===== config.mk =====
export PLATFORM = sky130hd
export DESIGN_NAME = tcw_sweep
export DESIGN_NICKNAME = d
export VERILOG_FILES = /design/src/rtl/tcw_pkg.sv /design/src/rtl/tcw_sweep.sv
export SDC_FILE = /design/constraint.sdc
export NUM_CORES = 1
export LEC_CHECK = 0
export BUFFER_PORTS_ARGS = -buffer_cell sky130_fd_sc_hd__buf_2
export CAP_MARGIN = 20
export CORE_ASPECT_RATIO = 1.5
export CORE_MARGIN = 1.5
export CORE_UTILIZATION = 47
export CTS_BUF_LIST = sky130_fd_sc_hd__clkbuf_2
export DETAILED_ROUTE_END_ITERATION = 8
export PLACE_DENSITY = 0.81
export SLEW_MARGIN = 5
export SYNTH_ARGS = -nofsm -noshare
export SYNTH_HDL_FRONTEND = slang
export SYNTH_SLANG_ARGS = --single-unit

===== constraint.sdc =====
create_clock -name clk -period 1.9 [get_ports clk]
set_input_delay 0.095 -clock clk [delete_from_list [all_inputs] [get_ports clk]]
set_output_delay 0.095 -clock clk [all_outputs]
set_load 0.02 [all_outputs]

===== src/rtl/tcw_pkg.sv =====
package tcw_pkg;

  // default screen geometry
  localparam int COLS_DEF = 80;
  localparam int ROWS_DEF = 25;

  // character and attribute codes
  localparam logic [7:0] NEWLINE_CODE = 8'd10;
  localparam logic [7:0] SPACE_CODE   = 8'h20;
  localparam logic [7:0] RESET_COLOR  = 8'h07;

  // action codes carried on in_tuser
  localparam logic [1:0] ACT_PUT   = 2'd0;
  localparam logic [1:0] ACT_CLEAR = 2'd1;
  localparam logic [1:0] ACT_READ  = 2'd2;

  // beat field widths
  localparam int IN_DATA_W  = 32;
  localparam int OUT_DATA_W = 32;
  localparam int ACTION_W   = 2;
  localparam int INDEX_W    = 11;

  // sequencer states
  typedef enum logic [2:0] {
    ST_INIT,
    ST_IDLE,
    ST_READ,
    ST_SCROLL,
    ST_CLEAR
  } state_t;

  // sweep unit command
  typedef struct packed {
    logic       start;
    logic       copy;
    logic [7:0] color;
  } sweep_ctrl_t;

  // sweep unit status
  typedef struct packed {
    logic busy;
    logic running;
  } sweep_sts_t;

endpackage


===== src/rtl/tcw_sweep.sv =====
module tcw_sweep
  import tcw_pkg::*;
#(
  parameter int COLS = COLS_DEF,
  parameter int ROWS = ROWS_DEF
) (
  input  logic                           clk,
  input  logic                           rst_n,
  input  sweep_ctrl_t                    ctrl,
  output sweep_sts_t                     sts,
  output logic [$clog2(ROWS*COLS)-1:0]   raddr,
  input  logic [15:0]                    rdata,
  output logic                           we,
  output logic [$clog2(ROWS*COLS)-1:0]   waddr,
  output logic [15:0]                    wdata
);

  localparam int CELLS = ROWS * COLS;
  localparam int AW    = $clog2(CELLS);

  logic          running_r, running_nxt;
  logic [AW-1:0] idx_r, idx_nxt;
  logic          copy_r, copy_nxt;
  logic [7:0]    color_r, color_nxt;
  logic          wv_r, wv_nxt;
  logic [AW-1:0] wa_r, wa_nxt;
  logic          wcopy_r, wcopy_nxt;

  // cell counter, one cell per cycle
  always_comb begin
    running_nxt = running_r;
    idx_nxt     = idx_r;
    copy_nxt    = copy_r;
    color_nxt   = color_r;
    if (ctrl.start) begin
      running_nxt = 1'b1;
      idx_nxt     = '0;
      copy_nxt    = ctrl.copy;
      color_nxt   = ctrl.color;
    end else if (running_r) begin
      idx_nxt = idx_r + AW'(1);
      if (idx_r == AW'(CELLS - 1)) begin
        running_nxt = 1'b0;
      end
    end
  end

  // write stage trails the read, registered into the next cycle
  always_comb begin
    wv_nxt    = running_r;
    wa_nxt    = idx_r;
    wcopy_nxt = copy_r && (idx_r < AW'(CELLS - COLS));
  end

  always_ff @(posedge clk) begin
    if (!rst_n) begin
      running_r <= 1'b1;
      idx_r     <= '0;
      copy_r    <= 1'b0;
      color_r   <= RESET_COLOR;
      wv_r      <= 1'b0;
    end else begin
      running_r <= running_nxt;
      idx_r     <= idx_nxt;
      copy_r    <= copy_nxt;
      color_r   <= color_nxt;
      wv_r      <= wv_nxt;
    end
  end

  always_ff @(posedge clk) begin
    wa_r    <= wa_nxt;
    wcopy_r <= wcopy_nxt;
  end

  // source cell one line below, blank fill otherwise
  assign raddr = idx_r + AW'(COLS);
  assign we    = wv_r;
  assign waddr = wa_r;
  assign wdata = wcopy_r ? rdata : {color_r, SPACE_CODE};

  assign sts.busy    = running_r | wv_r;
  assign sts.running = running_r;

endmodule


==> reports/metrics.cfg <==
[timing]
drv_slew=0
setup_viol_count_final=0
rsz0062_at_grt=false
finalHoldViolations=0
slew_headroom_pct=66.23
fin_crit_sh_pct=90.05
finClkSkew_ns=0.01438
fin_crit_ns=1.711
tightest_slew_ns=0.5059
finalSetupTns_ns=0
fmax_ghz=0.5845
hold_slack_ns=0.03930

[power_and_ir_drop]
switchingPower_mw=0.3071
seqPwrFrac_pct=62.2
clkPwrFrac_pct=24.0
p_leak_nw=0.9069
peakVddDrop_uv=603.0
p_int_mw=0.8909
p_comb_share_pct=13.8
cellPowerDensity_nw_per_um2=625.0
netSwitchingFraction_pct=25.63

[grt]
antenna_found_initial=0
grt_overflow_total=0
grtUsageTotal_pct=19.33
first_global_vias=1203
grt_max_degree=17
grt_pass1_wl_um=5244

[floorplan]
num_rows=24
fp.dieH_um=71.24
dieArea_sq_um=3454
start_util_pct=49.57
coreArea_sq_um=2943
ios=69
die_w_um=48.49

[setup_path]
r2r_start=idx_r[0]$_SDFFE_PP0P_
cp.required_ns=1.80
cp.arrival_ns=1.62
cp_max_fo=16
crit_type=flop to output port
r2r_end=idx_r[10]$_SDFFE_PP0P_
reg2reg_depth=4
crit_path_start_kind=flop
ff2ff_setup_slack_ns=0.33
crit_path_end_kind=output port

[cts]
ctsResizeCount=0
cts.sinks=34
htree_levels=2
cts-root-buf=clkbuf_2
clockBufferDepth=2
cts_inserted_buffers=5
cts_setup_buffers=0
tritoncts=done
clk_pin_slew_ns=0.15
clk-insertion-delay-late_ns=0.38

[outcome]
run_status=finished, final reports clean

[drt]
first_iter_violations=14
drc_errors=0
avgRoutedWirePerCell_um=12.08
num_vias=1255
viasPerCell=4.846
ant_nets=0
drt_first_pass_iters=5
routed_wl_um=3130

[synth]
ys_ff_latch=34
yosys_warnings=0
synthesis.area_sq_um=1459
syn_inst=148
ys_seq_area_share_pct=46.66
avgSynthCellArea_sq_um=9.857
synth.distinct_cells=28
synth_nets=179

[worst_hold_path]
whs_endpoint=copy_r$_SDFFE_PN0P_
hp-class=input pin to flop
min-delay-start=rst_n
hold_depth=2

[placed_design]
place.gp.congestion=0.8305
dp_cells=241
io_buffer_count=68
dp_hpwl_um=2177

[layout]
antenna_cells=0
area_growth_pct=31.39
finalNetCount=252
drive_gt1_share_pct=39.09
instances_no_fill=259

[job]
drv_cap=0

## worst max-delay path: stages, from the launching register on
cell     delay, ns
dfxtp_1       0.67
mux2_2        0.41
buf_2         0.16
## logic make-up (layout without fill, tap and decap cells)
| logic type | count (synthesis) | in the layout | synth area share, % |
|---|---|---|---|
| adders and majority gates | 3 | 3 | 2.573 |
| muxes | 18 | 18 | 13.04 |
| xor gates and xnor gates | 7 | 7 | 4.202 |
| buffers and inverters | 18 | 90 | 6.517 |
| and+or+nand+nor | 49 | 49 | 19.12 |
| DFF | 34 | 34 | 46.66 |
| AOI/OAI and AO/OA | 19 | 19 | 7.890 |
## per-layer routing
layer / wire (um) / global-route usage (%) / vias to the layer above / part of all wire (%)
met4: 57 / 7.619 / 0 / 1.8
li1: - / - / 647 / -
met2: 1613 / 35.49 / 44 / 52
met5: 0 / 0 / - / 0
met3: 217 / 6.667 / 6 / 6.9
met1: 1241 / 20.11 / 558 / 40
## metrics by stage
stage	power [mW]	util, %	area (sq um)	worst slack [ns]
5_1_grt	1.261	65.14	1917	0.07306
2_1_floorplan	0.8517	-	1459	0.4693
6_report	1.198	65.14	1917	0.1891
3_3_place_gp	0.9017	60.08	1768	0.4028
3_5_place_dp	0.9060	60.08	1768	0.3367
4_1_cts	1.212	65.14	1917	0.1900
## area by class of cell
| type | instances | area, sq um |
|---|---|---|
| Sequential cell | 34 | 680.7 |
| Clock buffer | 5 | 25.02 |
| Clock inverter | 1 | 3.754 |
| Inverter | 4 | 15.01 |
| Fill cell | 270 | 1026 |
| Multi-Input combinational cell | 96 | 683.2 |
| Tap cell | 39 | 48.80 |
| Timing Repair Buffer | 80 | 460.4 |
## synthesized netlist by cell type
cell	number	area share, %
and4_2	1	0.69
mux2_2	8	6.2
nor2b_1	7	3.0
o21a_1	1	0.51
o31ai_1	4	2.1
buf_4	6	3.1
o21ai_0	3	1.0
nand2b_1	2	0.86
or4_1	4	2.1
buf_2	4	1.4
a21oi_1	9	3.1
o2111ai_1	1	0.60
nor2_1	4	1.0
dfxtp_1	34	47
xor2_1	2	1.2
or3_1	1	0.43
mux2i_1	10	6.9
clkbuf_1	4	1.0
nand4_1	1	0.43
nand2_1	14	3.6
nand3_1	3	1.0
and2_1	8	3.4
ha_1	3	2.6
or2_2	2	0.86
nand4_2	2	1.7
xnor2_1	5	3.0
inv_1	4	1.0
o41ai_1	1	0.60
## worst max-delay path by stage
stage                                     start                endpoint  slack, ns  depth (start not counted)
after global placement    idx_r[0]$_SDFFE_PP0P_  idx_r[10]$_SDFFE_PP0P_       0.40                          4
after CTS                 idx_r[4]$_SDFFE_PP0P_               raddr[10]       0.19                          4
final                           wcopy_r$_DFF_P_               wdata[11]       0.19                          2
after floorplan           idx_r[0]$_SDFFE_PP0P_  idx_r[10]$_SDFFE_PP0P_       0.47                          4
after global routing            wcopy_r$_DFF_P_               wdata[11]       0.07                          2
after detailed placement  idx_r[0]$_SDFFE_PP0P_  idx_r[10]$_SDFFE_PP0P_       0.34                          4
## registers in the layout, indices dropped and copies added, names as in the netlist
register   cells
idx_r         11
waddr         11
color_r        8
copy_r         1
running_r      1
wcopy_r        1
we             1
## placed cells by master (no fill, tap or decap)
cell type,instances
xor2_1,2
nand3_1,3
nor2b_1,7
or3_1,1
mux2_2,8
nand4_2,2
xnor2_1,5
ha_1,3
o21a_1,1
nand4_1,1
o21ai_0,3
o31ai_1,4
clkbuf_2,5
mux2i_1,10
buf_2,68
inv_1,4
and2_1,8
clkinv_1,1
or2_2,2
dlygate4sd3_1,12
nand2b_1,2
and4_2,1
or4_1,4
o41ai_1,1
a21oi_1,9
nand2_1,14
o2111ai_1,1
nor2_1,4
dfxtp_1,34
## timing repair
action,in CTS,in global routing
setup endpoints to repair,0,0
hold endpoints to repair,9,0
hold buffers,12,0
## power groups by stage
stage,registers [mW],clock network [mW],logic [mW]
global placement,0.760,0,0.141
global route,0.749,0.333,0.179
floorplan,0.758,0,0.0938
finish,0.746,0.287,0.165
CTS,0.746,0.301,0.165
detailed placement,0.761,0,0.145
No activity file was read; power rests on OpenSTA's default activity.
